<file path="src/rtl/core/dfe_pkg.sv">
`timescale 1ns / 1ps
package dfe_pkg;

  localparam int FRAME_BITS = 16;
  localparam int CNT_W      = $clog2(FRAME_BITS);
  localparam int VALUE_W    = 11;
  localparam int CRC_W      = 4;
  localparam int TICK_W     = 7;
  localparam int MODE_W     = 3;
  localparam int CFG_IDX_W  = 1;
  localparam int CFG_DATA_W = 3;

  localparam logic [VALUE_W-1:0] CMD_MAX      = VALUE_W'(47);
  localparam logic [VALUE_W-1:0] THROTTLE_MIN = VALUE_W'(48);

  localparam logic [CFG_IDX_W-1:0] CFG_SPEED_MODE    = 1'b0;
  localparam logic [CFG_IDX_W-1:0] CFG_BIDIRECTIONAL = 1'b1;

  localparam logic OP_THROTTLE = 1'b0;
  localparam logic OP_COMMAND  = 1'b1;

  localparam logic [MODE_W-1:0] SPEED_OFF  = 3'd0;
  localparam logic [MODE_W-1:0] SPEED_150  = 3'd1;
  localparam logic [MODE_W-1:0] SPEED_300  = 3'd2;
  localparam logic [MODE_W-1:0] SPEED_600  = 3'd3;
  localparam logic [MODE_W-1:0] SPEED_1200 = 3'd4;

  typedef struct packed {
    logic                  reject;
    logic [FRAME_BITS-1:0] frame;
  } dfe_entry_t;

  typedef struct packed {
    logic full;
    logic empty;
  } dfe_q_stat_t;

  typedef struct packed {
    logic [TICK_W-1:0] high;
    logic [TICK_W-1:0] low;
  } tick_pair_t;

  function automatic tick_pair_t symbol_ticks(input logic [MODE_W-1:0] mode, input logic bit_val);
    tick_pair_t t;
    t = '0;
    unique case (mode)
      SPEED_150:  t = bit_val ? {7'd48, 7'd16} : {7'd24, 7'd40};
      SPEED_300:  t = bit_val ? {7'd24, 7'd8}  : {7'd12, 7'd20};
      SPEED_600:  t = bit_val ? {7'd12, 7'd4}  : {7'd6,  7'd10};
      SPEED_1200: t = bit_val ? {7'd6,  7'd2}  : {7'd3,  7'd5};
      default:    t = '0;
    endcase
    return t;
  endfunction

  function automatic logic [FRAME_BITS-1:0] build_frame(input logic [VALUE_W-1:0] value,
                                                        input logic bidir);
    logic [VALUE_W:0]  data;
    logic [CRC_W-1:0]  crc;
    data = {value, bidir};
    crc  = data[3:0] ^ data[7:4] ^ data[11:8];
    if (bidir) begin
      crc = ~crc;
    end
    return {data, crc};
  endfunction

endpackage

</file>
<file path="src/rtl/core/dfe_in_if.sv">
`timescale 1ns / 1ps
interface dfe_in_if;
  logic                         valid;
  logic                         ready;
  logic                         operation;
  logic [dfe_pkg::VALUE_W-1:0]  request_value;

  modport source (output valid, output operation, output request_value, input ready);
  modport sink   (input valid, input operation, input request_value, output ready);
endinterface

</file>
<file path="src/rtl/core/dfe_out_if.sv">
`timescale 1ns / 1ps
interface dfe_out_if;
  logic                        valid;
  logic                        ready;
  logic                        status;
  logic                        first_level;
  logic [dfe_pkg::TICK_W-1:0]  first_ticks;
  logic                        second_level;
  logic [dfe_pkg::TICK_W-1:0]  second_ticks;
  logic                        frame_bit;
  logic                        last;

  modport source (output valid, output status, output first_level, output first_ticks,
                  output second_level, output second_ticks, output frame_bit,
                  output last, input ready);
  modport sink   (input valid, input status, input first_level, input first_ticks,
                  input second_level, input second_ticks, input frame_bit,
                  input last, output ready);
endinterface

</file>
<file path="src/rtl/core/dfe_front.sv">
`timescale 1ns / 1ps
module dfe_front (
  dfe_in_if.sink                 in,
  input  logic                   bidirectional,
  input  dfe_pkg::dfe_q_stat_t   q_stat,
  output logic                   push,
  output dfe_pkg::dfe_entry_t    push_entry
);

  logic [dfe_pkg::VALUE_W-1:0] value;
  logic                        reject;

  always_comb begin
    value  = in.request_value;
    reject = 1'b0;
    unique case (in.operation)
      dfe_pkg::OP_THROTTLE: begin
        if (in.request_value != '0 && in.request_value < dfe_pkg::THROTTLE_MIN) begin
          value = dfe_pkg::THROTTLE_MIN;
        end
      end
      dfe_pkg::OP_COMMAND: begin
        reject = in.request_value > dfe_pkg::CMD_MAX;
      end
      default: value = in.request_value;
    endcase
  end

  assign in.ready         = !q_stat.full;
  assign push             = in.valid && !q_stat.full;
  assign push_entry.reject = reject;
  assign push_entry.frame  = dfe_pkg::build_frame(value, bidirectional);

endmodule

</file>
<file path="src/rtl/core/dfe_queue.sv">
`timescale 1ns / 1ps
module dfe_queue #(
  parameter int DEPTH = 2
) (
  input  logic                  clk,
  input  logic                  rst,
  input  logic                  push,
  input  dfe_pkg::dfe_entry_t   push_entry,
  input  logic                  pop,
  output dfe_pkg::dfe_entry_t   pop_entry,
  output dfe_pkg::dfe_q_stat_t  q_stat
);

  localparam int PTR_W = $clog2(DEPTH);
  localparam int LVL_W = $clog2(DEPTH + 1);

  dfe_pkg::dfe_entry_t slots [DEPTH];
  logic [PTR_W-1:0]    wr_ptr;
  logic [PTR_W-1:0]    rd_ptr;
  logic [LVL_W-1:0]    level;
  logic                do_push;
  logic                do_pop;

  assign q_stat.full  = level == LVL_W'(DEPTH);
  assign q_stat.empty = level == '0;
  assign do_push      = push && !q_stat.full;
  assign do_pop       = pop && !q_stat.empty;
  assign pop_entry    = slots[rd_ptr];

  always_ff @(posedge clk) begin
    if (do_push) begin
      slots[wr_ptr] <= push_entry;
    end
  end

  always_ff @(posedge clk) begin
    if (rst) begin
      wr_ptr <= '0;
      rd_ptr <= '0;
      level  <= '0;
    end else begin
      if (do_push) begin
        wr_ptr <= (wr_ptr == PTR_W'(DEPTH - 1)) ? '0 : wr_ptr + 1'b1;
      end
      if (do_pop) begin
        rd_ptr <= (rd_ptr == PTR_W'(DEPTH - 1)) ? '0 : rd_ptr + 1'b1;
      end
      if (do_push && !do_pop) begin
        level <= level + 1'b1;
      end else if (do_pop && !do_push) begin
        level <= level - 1'b1;
      end
    end
  end

endmodule

</file>
<file path="src/rtl/core/dfe_back.sv">
`timescale 1ns / 1ps
module dfe_back (
  input  logic                          clk,
  input  logic                          rst,
  input  logic [dfe_pkg::MODE_W-1:0]    speed_mode,
  input  logic                          bidirectional,
  input  dfe_pkg::dfe_q_stat_t          q_stat,
  input  dfe_pkg::dfe_entry_t           pop_entry,
  output logic                          pop,
  dfe_out_if.source                     out
);

  localparam logic [dfe_pkg::CNT_W-1:0] LAST_IDX = dfe_pkg::CNT_W'(dfe_pkg::FRAME_BITS - 1);

  logic                              active;
  logic                              reject;
  logic [dfe_pkg::FRAME_BITS-1:0]    frame_shift;
  logic [dfe_pkg::CNT_W-1:0]         bit_count;
  logic                              out_valid;
  logic                              can_emit;
  logic                              emit_last;
  logic                              cur_bit;
  dfe_pkg::tick_pair_t               ticks;

  logic                              o_status;
  logic                              o_first_level;
  logic [dfe_pkg::TICK_W-1:0]        o_first_ticks;
  logic                              o_second_level;
  logic [dfe_pkg::TICK_W-1:0]        o_second_ticks;
  logic                              o_frame_bit;
  logic                              o_last;

  assign cur_bit   = frame_shift[dfe_pkg::FRAME_BITS-1];
  assign ticks     = dfe_pkg::symbol_ticks(speed_mode, cur_bit);
  assign can_emit  = active && (!out_valid || out.ready);
  assign emit_last = can_emit && (reject || bit_count == LAST_IDX);
  assign pop       = !q_stat.empty && (!active || emit_last);

  always_ff @(posedge clk) begin
    if (rst) begin
      active    <= 1'b0;
      out_valid <= 1'b0;
    end else begin
      if (can_emit) begin
        out_valid <= 1'b1;
      end else if (out.ready) begin
        out_valid <= 1'b0;
      end
      if (pop) begin
        active <= 1'b1;
      end else if (emit_last) begin
        active <= 1'b0;
      end
    end
  end

  always_ff @(posedge clk) begin
    if (pop) begin
      reject      <= pop_entry.reject;
      frame_shift <= pop_entry.frame;
      bit_count   <= '0;
    end else if (can_emit) begin
      frame_shift <= frame_shift << 1;
      bit_count   <= bit_count + 1'b1;
    end
  end

  always_ff @(posedge clk) begin
    if (can_emit) begin
      if (reject) begin
        o_status       <= 1'b1;
        o_first_level  <= 1'b0;
        o_first_ticks  <= '0;
        o_second_level <= 1'b0;
        o_second_ticks <= '0;
        o_frame_bit    <= 1'b0;
        o_last         <= 1'b1;
      end else begin
        o_status       <= 1'b0;
        o_first_level  <= !bidirectional;
        o_first_ticks  <= ticks.high;
        o_second_level <= bidirectional;
        o_second_ticks <= ticks.low;
        o_frame_bit    <= cur_bit;
        o_last         <= bit_count == LAST_IDX;
      end
    end
  end

  assign out.valid        = out_valid;
  assign out.status       = o_status;
  assign out.first_level  = o_first_level;
  assign out.first_ticks  = o_first_ticks;
  assign out.second_level = o_second_level;
  assign out.second_ticks = o_second_ticks;
  assign out.frame_bit    = o_frame_bit;
  assign out.last         = o_last;

endmodule

</file>
<file path="src/rtl/core/dshot_frame_encoder_core.sv">
`timescale 1ns / 1ps
// DShot frame encoder core.
// in:  request transactions (operation, request_value), valid/ready.
// out: symbol transactions (status, levels, tick counts, frame_bit, last).
// cfg: write port; index 0 speed_mode, index 1 bidirectional. Write only
//      while no request is in flight.
// A throttle or in-range command yields 16 symbols, MSB first, last set on
// the final one. A command above 47 yields one rejection with last set.
// A request passes through the queue, the symbol sequencer and the output
// register. One symbol per cycle while the receiver is ready; the request
// queue lets the next request be taken while the current frame is still
// being sent.
// Reset clears the queue, the symbol sequencer, the output valid and both
// configuration registers (speed off, unidirectional).
// When the receiver stalls, the output symbol holds, the sequencer waits,
// and requests keep being accepted until the queue is full.
module dshot_frame_encoder_core #(
  parameter int QUEUE_DEPTH = 2
) (
  input  logic                             clk,
  input  logic                             rst,
  input  logic                             cfg_we,
  input  logic [dfe_pkg::CFG_IDX_W-1:0]    cfg_index,
  input  logic [dfe_pkg::CFG_DATA_W-1:0]   cfg_data,
  dfe_in_if.sink                           in,
  dfe_out_if.source                        out
);

  logic [dfe_pkg::MODE_W-1:0] speed_mode;
  logic                       bidirectional;
  logic                       push;
  logic                       pop;
  dfe_pkg::dfe_entry_t        push_entry;
  dfe_pkg::dfe_entry_t        pop_entry;
  dfe_pkg::dfe_q_stat_t       q_stat;

  always_ff @(posedge clk) begin
    if (rst) begin
      speed_mode    <= dfe_pkg::SPEED_OFF;
      bidirectional <= 1'b0;
    end else if (cfg_we) begin
      unique case (cfg_index)
        dfe_pkg::CFG_SPEED_MODE:    speed_mode    <= cfg_data[dfe_pkg::MODE_W-1:0];
        dfe_pkg::CFG_BIDIRECTIONAL: bidirectional <= cfg_data[0];
        default:                    speed_mode    <= speed_mode;
      endcase
    end
  end

  dfe_front u_front (
    .in            (in),
    .bidirectional (bidirectional),
    .q_stat        (q_stat),
    .push          (push),
    .push_entry    (push_entry)
  );

  dfe_queue #(
    .DEPTH (QUEUE_DEPTH)
  ) u_queue (
    .clk        (clk),
    .rst        (rst),
    .push       (push),
    .push_entry (push_entry),
    .pop        (pop),
    .pop_entry  (pop_entry),
    .q_stat     (q_stat)
  );

  dfe_back u_back (
    .clk           (clk),
    .rst           (rst),
    .speed_mode    (speed_mode),
    .bidirectional (bidirectional),
    .q_stat        (q_stat),
    .pop_entry     (pop_entry),
    .pop           (pop),
    .out           (out)
  );

  a_reset_idle: assert property (@(posedge clk) $past(rst) |-> !out.valid)
    else $error("output valid right after reset");

  a_q_consistent: assert property (@(posedge clk) disable iff (rst)
    !(q_stat.full && q_stat.empty))
    else $error("queue reports full and empty");

  a_accept_fills: assert property (@(posedge clk) disable iff (rst)
    in.valid && in.ready |=> !q_stat.empty || out.valid)
    else $error("accepted transaction vanished");

  a_reject_shape: assert property (@(posedge clk) disable iff (rst)
    out.valid && out.status |-> out.last && out.first_ticks == '0 && out.second_ticks == '0)
    else $error("rejection transaction malformed");

endmodule
</file>
<file path="src/flat_wrapper.sv">
// flat-port wrapper written by rule: the top's interface ports become plain ports
module dshot_frame_encoder_core_flat 
#(
  parameter int QUEUE_DEPTH = 2
)
  (clk, rst, cfg_we, cfg_index, cfg_data, in_valid, in_operation, in_request_value, in_ready, out_valid, out_status, out_first_level, out_first_ticks, out_second_level, out_second_ticks, out_frame_bit, out_last, out_ready);
  dfe_in_if in_i ();
  dfe_out_if out_i ();
  input  logic clk;
  input  logic rst;
  input  logic cfg_we;
  input  logic [dfe_pkg::CFG_IDX_W-1:0] cfg_index;
  input  logic [dfe_pkg::CFG_DATA_W-1:0] cfg_data;
  input wire logic [$bits(in_i.valid)-1:0] in_valid;
  input wire logic [$bits(in_i.operation)-1:0] in_operation;
  input wire logic [$bits(in_i.request_value)-1:0] in_request_value;
  output wire logic [$bits(in_i.ready)-1:0] in_ready;
  output wire logic [$bits(out_i.valid)-1:0] out_valid;
  output wire logic [$bits(out_i.status)-1:0] out_status;
  output wire logic [$bits(out_i.first_level)-1:0] out_first_level;
  output wire logic [$bits(out_i.first_ticks)-1:0] out_first_ticks;
  output wire logic [$bits(out_i.second_level)-1:0] out_second_level;
  output wire logic [$bits(out_i.second_ticks)-1:0] out_second_ticks;
  output wire logic [$bits(out_i.frame_bit)-1:0] out_frame_bit;
  output wire logic [$bits(out_i.last)-1:0] out_last;
  input wire logic [$bits(out_i.ready)-1:0] out_ready;
  assign in_i.valid = in_valid;
  assign in_i.operation = in_operation;
  assign in_i.request_value = in_request_value;
  assign in_ready = in_i.ready;
  assign out_valid = out_i.valid;
  assign out_status = out_i.status;
  assign out_first_level = out_i.first_level;
  assign out_first_ticks = out_i.first_ticks;
  assign out_second_level = out_i.second_level;
  assign out_second_ticks = out_i.second_ticks;
  assign out_frame_bit = out_i.frame_bit;
  assign out_last = out_i.last;
  assign out_i.ready = out_ready;
  dshot_frame_encoder_core #(.QUEUE_DEPTH(QUEUE_DEPTH)) u_core (.clk(clk), .rst(rst), .cfg_we(cfg_we), .cfg_index(cfg_index), .cfg_data(cfg_data), .in(in_i), .out(out_i));
endmodule
</file>
<file path="config.mk">
export PLATFORM = sky130hd
export DESIGN_NAME = dshot_frame_encoder_core_flat
export DESIGN_NICKNAME = d
export VERILOG_FILES = /design/src/rtl/core/dfe_pkg.sv /design/src/rtl/core/dfe_in_if.sv /design/src/rtl/core/dfe_out_if.sv /design/src/rtl/core/dfe_front.sv /design/src/rtl/core/dfe_queue.sv /design/src/rtl/core/dfe_back.sv /design/src/rtl/core/dshot_frame_encoder_core.sv /design/src/flat_wrapper.sv
export SDC_FILE = /design/constraint.sdc
export NUM_CORES = 1
export LEC_CHECK = 0
export ABC_AREA = 1
export ABC_CLOCK_PERIOD_IN_PS = 5400
export BUFFER_PORTS_ARGS = -buffer_cell sky130_fd_sc_hd__buf_2
export CAP_MARGIN = 30
export CORE_MARGIN = 2
export CORE_UTILIZATION = 62
export CTS_CLUSTER_DIAMETER = 100
export DETAILED_ROUTE_END_ITERATION = 12
export PLACE_DENSITY = 0.93
export SYNTH_ARGS = -nofsm -noshare
export SYNTH_HDL_FRONTEND = slang
export SYNTH_HIERARCHICAL = 1
export SYNTH_SLANG_ARGS = --single-unit
export TNS_END_PERCENT = 50
</file>
<file path="constraint.sdc">
create_clock -name clk -period 5.4 [get_ports clk]
set_input_delay 0.54 -clock clk [delete_from_list [all_inputs] [get_ports clk]]
set_output_delay 0.54 -clock clk [all_outputs]
set_load 0.01 [all_outputs]
</file>
== After elaboration in Yosys (flattened, before gate mapping) ==
Memory sizes are Yosys's and may differ from the RTL's. A register that Yosys moved wholly into a read port is not among the register bits.
Cells that the tools add are included.
Word-level totals
  bits in writable memories: 34
  logic and storage cells: 86
  memories: 1
  bits of input ports: 21
  register bits after elaboration: 50
  output and inout port bits: 21
Memories
  u_core.u_queue.slots: depth 2, width 17, read ports 1, clocked after Yosys merged registers in 1, wr ports 1, line dfe_queue.sv:17  | dfe_pkg::dfe_entry_t slots [DEPTH];
Operators by class
  $add $sub $neg: 5
  bitwise logic cells: 4
  magnitude comparators: 2
  equal/unequal tests: 6
  multiplexer cells: 24
  reduce and logical (&&, ||, !) cells: 27
Operators by type and width (number)
  $pmux 14 s4: 1
  $mux 11: 3
  $mux 16: 2
  $mux 13: 1
  $mux 1: 12
  $mux 12: 1
  $gt 11x6->1 const B: 1
  $lt 11x6->1 const B: 1
  $reduce_bool 11->1: 1
  $mux 10: 1
  $logic_and 1x1->1: 9
  $reduce_bool 2->1: 4
  $xor 4x4->4: 2
  $logic_not 1->1: 7
  $eq 3x2->1 const B: 2
  $add 4x1->4 const B: 1
  $eq 4x4->1 const B: 1
  $mux 2: 2
  $mux 4: 1
  $not 4->4: 1
  $reduce_and 2->1: 2
  $eq 3x1->1 const B: 1
  $eq 3x3->1 const B: 1
  $logic_or 1x1->1: 3
  6 further kinds: 7

== Logic depth before layout (Yosys ltp) ==
Gate-level depths: netlist of run 1.
  word-level depth: 10
  depth in mapped cells: 15
  gate-level depth less buffers: 15

== Cells and area by module ==
The synthesis of run 1 kept the hierarchy.
By module, submodules not included
  dfe_back: seq. area each 1111.1 um^2, cells each 172, area an instance 1711.6 um^2, times used 1
  dfe_queue: seq. area each 1121.1 um^2, cells each 90, area an instance 1534.0 um^2, times used 1
  dfe_front: seq. area each 0.0 um^2, cells each 68, area an instance 345.3 um^2, times used 1
  dshot_frame_encoder_core: seq. area each 80.1 um^2, cells each 27, area an instance 175.2 um^2, times used 1

== Least setup slack after synthesis of run 1 ==
No wires, ideal clock.
  path kind: input to register
  from: input port in_valid
  to: memory u_core/u_queue/slots[1][0] in the netlist's numbering (enable)
  buffers on the path: 0
  setup slack: 3.508 ns
  library setup time: 0.391 ns
  stages on the path: 4
  arrival time: 1.501 ns
  required time: 5.009 ns
  cells stage by stage: inv_1 nor2_1 o21ai_2 nor2_1
Between the ends
  cells in the longest elaborated chain, start to end: 4
RTL lines
  start, declared: line flat_wrapper.sv:14  | input wire logic [$bits(in_i.valid)-1:0] in_valid;
  $logic_and 1x1->1: line dfe_front.sv:30  | assign push = in.valid && !q_stat.full;
  named net u_core.push: line dshot_frame_encoder_core.sv:31  | logic push;
  $logic_and 1x1->1: line dfe_queue.sv:26  | assign do_push = push && !q_stat.full;
  $mux 1: line dfe_queue.sv:31  | if (do_push) begin
  $mux 1 (not written as such): line dfe_queue.sv:32  | slots[wr_ptr] <= push_entry;
  end, declared: line dfe_queue.sv:17
The timed path passes the listed nets, and every way through them passes these cells.

==> results.cfg, run 1 <==
[synthesis]
synth_compound_area_frac = 0.0309
synth_seq_cells = 82
synth-simple-area-share = 0.195
synthAdderAreaFrac = 0.00664
yosys.area_share.xor_xnor = 0.0116
ys_types = 35
syn_inst = 357
syn_area_sq_mm = 0.00377
postSynthAreaPerCell_sq_um = 10.5
ys_seq_area_frac = 0.614
yosysWarnings = 6
synth_mux_area_frac = 0.0608
synth_top_family_by_area = simple AND/OR/NAND/NOR gates

[cells_and_area]
antennaDiodeCount = 0
fin_util = 0.711
fill_cells = 425
drive_above_1_share = 0.233
syn2layout_area_growth_pct = 11.1
fin_nets = 417

[route]
routed-via-count = 2464
first_iter_violations = 114
drc = 0
drtAntennaViolNets = 0
via_per_inst = 5.20
wl_microns = 6380
drtPass1Iterations = 4
wl_per_cell_microns = 13.4

[job]
drv_cap = 0

[min_path]
hp-class = in2reg

[worst_setup_path]
critical_path.top_delay_family = simple AND/OR/NAND/NOR gates
crit_chain = nor2_1 -> clkinv_1 -> nand2_4 -> inv_1 -> o21ai_2 -> ha_1 -> inv_1 -> nand3_1 -> nand2_1 -> inv_1 -> nor2_1
critPathMaxFanout = 19
cpMostUsedCell = inv_1
slowest_stage = clkinv_1
required_ns = 5.69
max_stage_delay_ns = 0.40
end_kind = register
crit_buf_inv = 4
path_class = reg2reg
worst_setup_path_start_kind = register
critical_path_arrival_ns = 2.53

[timing]
clock-skew-final_ns = 0.0117
timing.slew.headroom = 0.395
setup_violations = 0
rsz0062_at_grt = false
fmaxAchievable_mhz = 446
fin_tns_setup_ns = 0
slew_violations = 0
hold_violations = 0
finalCriticalPeriod_ns = 2.24
min_period_over_period = 0.415
tightest_slew_ns = 0.906

[clock_tree]
clk_pin_slew_worst_paths_ns = 0.07
cts_inserted_buffers = 9
clk_latency_ns = 0.35
cts_resized = 0
clock_sinks = 82
cts_root_buffer = clkbuf_8
cts_buffer_depth = 2
htreeDepth = 3
holdBufCountCts = 0
cts_tree = yes
post_cts_buffers = 0

[global_routing]
grt_usage = 0.214
gr-total-overflow = 0
antenna_found_initial = 0
use_met3 = 0.0604
grt_first_pass_wirelength_microns = 10400
grtUsageMet2 = 0.372
grt_use_met1 = 0.248
grt_max_degree = 20
first_global_vias = 2333
busiest_layer = met2

[die]
die_h_microns = 81.9
die_x_microns = 81.9
coreArea_sq_mm = 0.00589
start_util = 0.640
io_pins = 42
fp-row-count = 28
die-area_sq_mm = 0.00671

[pwr]
irDropWorstVdd_uv = 267
power.density_mw_per_mm2 = 509
leakage_nw = 1.84

[placed_design]
post-dp-hpwl_microns = 4730
gp_congestion = 0.945
port_buffers = 39

[status]
status = completed
==> per-stage QoR <==
stage | cell area, sq um | hold slack, ns | total power, mW | std cells | setup WS [ns]
floorplan | 3770 | 0.474 | 1.53 | 358 | 3.51
global route | 4180 | 0.401 | 2.27 | 474 | 2.93
global placement | 3960 | 0.490 | 1.62 | 458 | 3.31
finish | 4180 | 0.416 | 2.13 | 474 | 3.16
detailed placement | 3960 | 0.502 | 1.67 | 458 | 3.17
CTS | 4180 | 0.401 | 2.15 | 474 | 3.15
==> cells in the final DEF, fill, tap and decap left out, types with 2 or more instances in the layout <==
cell / Yosys / layout
nand2_1: 77 / 77
edfxtp_1: 67 / 67
inv_1: 44 / 44
buf_2: 1 / 39
nor2_1: 36 / 36
nand3_1: 32 / 32
dfxtp_1: 15 / 15
a21oi_1: 10 / 10
mux2_4: 10 / 10
clkbuf_8: 0 / 9
nand2_2: 7 / 7
mux2_2: 7 / 7
inv_2: 5 / 5
o21ai_0: 5 / 5
xnor2_1: 3 / 3
clkbuf_1: 5 / 2
clkbuf_16: 0 / 2
nor2_2: 2 / 2
nand2_4: 2 / 2
nor3_1: 2 / 2
ha_1: 2 / 2
conb_1: 1 / 2
a31oi_1: 2 / 2
xor2_1: 2 / 2
o21ai_2: 2 / 2
buf_4: 6 / 2
==> worst paths after layout <==
path / startpoint / end / slack (ns) / cells after the start
worst max-delay path: u_core/u_queue/level[0] / u_core/u_queue/level[1] / 3.16 / 11
worst min-delay path: in_request_value[8] / u_core/u_queue/slots[0][13] / 0.42 / 1
worst max register to register: u_core/u_queue/level[0] / u_core/u_queue/level[1] / 3.16 / 11
worst min register to register: u_core/u_queue/wr_ptr / u_core/u_queue/wr_ptr / 0.51 / 2
==> state kept, by name, indices dropped and copies added (netlist names), named ones only <==
register                        flops
u_core/u_back/active                1
u_core/u_queue/rd_ptr               1
u_core/u_back/reject                1
u_core/u_back/out.first_ticks       6
u_core/u_back/out.second_level      1
u_core/speed_mode                   3
u_core/u_back/out.status            1
u_core/u_back/out.frame_bit         1
u_core/u_queue/wr_ptr               1
u_core/u_back/out.valid             1
u_core/u_back/out.second_ticks      5
u_core/u_back/bit_count             4
u_core/u_queue/level                2
u_core/u_back/out.first_level       1
u_core/u_back/out.last              1
u_core/bidirectional                1
u_core/u_back/frame_shift          16
u_core/u_queue/slots               34
==> power breakdown <==
| part | internal (mW) | switching [mW] |
|---|---|---|
| Clock | 0.269 | 0.205 |
| Combinational | 0.228 | 0.372 |
| Sequential | 0.946 | 0.108 |
==> metal layers <==
metal | part of all wire | up-vias
met3 | 0.045 | 12
met5 | 0 | -
met4 | 0.019 | 0
met2 | 0.53 | 57
met1 | 0.41 | 1157
li1 | - | 1238
==> cells by family after synthesis <==
| logic type | count (synthesis) |
|---|---|
| compound gates | 21 |
| xor+xnor | 5 |
| fa+ha+maj | 2 |
| buf+inv | 66 |
| flops | 82 |
| mux | 17 |
| other cells | 1 |
| simple gates | 163 |
==> cell usage after synthesis, drive strengths merged <==
master	n	area, sq um
and2	1	6.26
nor2	39	168
buf	11	96.3
ha	2	25.0
nand4	1	6.26
o22ai	1	6.26
inv	49	184
nor3	2	10.0
a31oi	2	12.5
nand2	86	355
dfxtp	15	300
conb	1	3.75
edfxtp	67	2010
mux2	17	229
o21ai	8	47.5
xnor2	3	26.3
a21oi	10	50.1
nand3	34	188
clkinv	1	3.75
xor2	2	17.5
clkbuf	5	18.8
==> area by class of cell <==
type | instances | area [sq um] | area share
sequential | 82 | 2310 | 0.553
multi-input combinational | 210 | 1150 | 0.276
timing repair buffer | 41 | 210 | 0.0503
inverter | 50 | 188 | 0.0449
clock buffer | 13 | 181 | 0.0434
tap | 75 | 93.8 | 0.0224
clock inverter | 3 | 42.5 | 0.0102
Note: power is estimated with default switching activity, not from simulation.
==> inputs of run 2 (changes only) <==
- ABC_CLOCK_PERIOD_IN_PS: 5400 -> 2100
- CORE_UTILIZATION: 62 -> 58
- PLACE_DENSITY: 0.93 -> 0.88
- clock period: 5.4 -> 2.1 ns (I/O delays scaled with it)
==> results.cfg, run 2 (synthesis gave the netlist of run 1 again) <==
[clock_tree]
holdBufCountCts = 0
clk_latency_ns = 0.35
cts_buffer_depth = 2
clk_pin_slew_worst_paths_ns = 0.08
cts_resized = 0
cts_inserted_buffers = 9
cts_root_buffer = clkbuf_8
clock_sinks = 82
post_cts_buffers = 0
cts_tree = yes
htreeDepth = 3

[die]
fp-row-count = 29
io_pins = 42
start_util = 0.597
die-area_sq_mm = 0.00715
die_x_microns = 84.6
coreArea_sq_mm = 0.00631
die_h_microns = 84.6

[job]
drv_cap = 0

[route]
wl_microns = 6690
drtAntennaViolNets = 0
routed-via-count = 2500
wl_per_cell_microns = 13.9
first_iter_violations = 140
drtPass1Iterations = 5
via_per_inst = 5.19
drc = 0

[timing]
slew_violations = 0
fmaxAchievable_mhz = 517
clock-skew-final_ns = 0.0124
rsz0062_at_grt = false
holdWs_ns = 0.0908
min_period_over_period = 0.922
tightest_slew_ns = 0.691
finalCriticalPeriod_ns = 1.94
fin_tns_setup_ns = 0
setup_violations = 0
timing.slew.headroom = 0.539
hold_violations = 0

[cells_and_area]
final_cells = 482
drive_above_1_share = 0.242
fin_util = 0.665
antennaDiodeCount = 0
layout_common_cells = nand2_1, edfxtp_1, inv_1
syn2layout_area_growth_pct = 11.5
top_register = u_core/u_queue/slots
final_common_cell = nand2_1
largest_reg_flops = 34
fin_nets = 423

[global_routing]
antenna_found_initial = 0
grt_first_pass_wirelength_microns = 11200
grt_max_degree = 20
grt_usage = 0.202
gr-total-overflow = 0
first_global_vias = 2444

[pwr]
power.density_mw_per_mm2 = 1300
irDropWorstVdd_uv = 586
leakage_nw = 1.83
finalPower_mw = 5.44

[worst_setup_path]
critical_path_arrival_ns = 2.22
required_ns = 2.39
end_kind = register
crit_buf_inv = 3
worst_setup_path_start_kind = register
r2r.worst_path.cells = 14
max_stage_delay_ns = 0.38
r2r_start = u_core/u_back/bit_count[0]
path_class = reg2reg
slowest_stage = dfxtp_1
crit_chain = ha_1 -> nand3_1 -> nand2_2 -> nand2_2 -> nand2_8 -> nand2_4 -> inv_2 -> o21ai_2 -> ha_1 -> inv_1 -> nand3_1 -> nand2_1 -> inv_1 -> nor2_1
r2r_setup_slack_ns = 0.16
critPathMaxFanout = 17
r2r_end = u_core/u_queue/level[1]
critical_path.top_delay_family = simple AND/OR/NAND/NOR gates

[placed_design]
gp_congestion = 0.909
place_inst = 466
post-dp-hpwl_microns = 4670
port_buffers = 39

[min_path]
timing.hold.worst.start = in_request_value[8]
whs_path_depth = 1
whs_endpoint = u_core/u_queue/slots[0][13]
hp-class = in2reg

[status]
status = completed
-- run 2: cell types whose count changed in the layout (fill, tap and decap cells not counted), moves of 2 or more --
cell	change
clkbuf_16	-2
clkinv_1	+4
clkbuf_1	-2
buf_4	+6
-- run 2: per-stage QoR --
step,area (sq um),setup WS (ns)
after global placement,4010,0.240
after detailed placement,4010,0.0851
after CTS,4190,0.0727
after floorplan,3770,0.242
final,4200,0.164
after global routing,4200,0.00293
-- run 2: worst max path at each step --
stage / end / cells past startpoint / from / slack (ns)
2_1_floorplan: u_core/u_queue/slots[1][0] / 4 / u_core/u_queue/level[0] / 0.24
3_3_place_gp: u_core/u_queue/level[1] / 14 / u_core/u_back/bit_count[0] / 0.24
3_5_place_dp: u_core/u_queue/level[1] / 14 / u_core/u_back/bit_count[0] / 0.09
4_1_cts: u_core/u_queue/level[1] / 14 / u_core/u_back/bit_count[0] / 0.07
5_1_grt: u_core/u_queue/level[1] / 14 / u_core/u_back/bit_count[0] / 0.003
6_report: u_core/u_queue/level[1] / 14 / u_core/u_back/bit_count[0] / 0.16
-- run 2: layout make-up --
cell class                 count  area [sq um]
sequential                    82          2310
inverter                      50           188
clock inverter                 7          60.1
timing repair buffer          47           255
multi-input combinational    210          1160
tap                           77          96.3
clock buffer                   9           124
fill                         492          2110
-- run 2: where the power goes --
group          internal [mW]  switching (mW)  total, mW
Combinational          0.660            1.09       1.75
Sequential              2.43           0.185       2.61
Clock                  0.533           0.543       1.08
Total                   3.62            1.82       5.44
-- run 2: routing by layer --
| metal | track usage | up-vias | routed length (microns) |
|---|---|---|---|
| li1 | - | 1248 | - |
| met1 | 0.241 | 1169 | 2790 |
| met2 | 0.347 | 72 | 3430 |
| met3 | 0.0482 | 11 | 319 |
| met4 | 0.0924 | 0 | 150 |
| met5 | 0 | - | 0 |
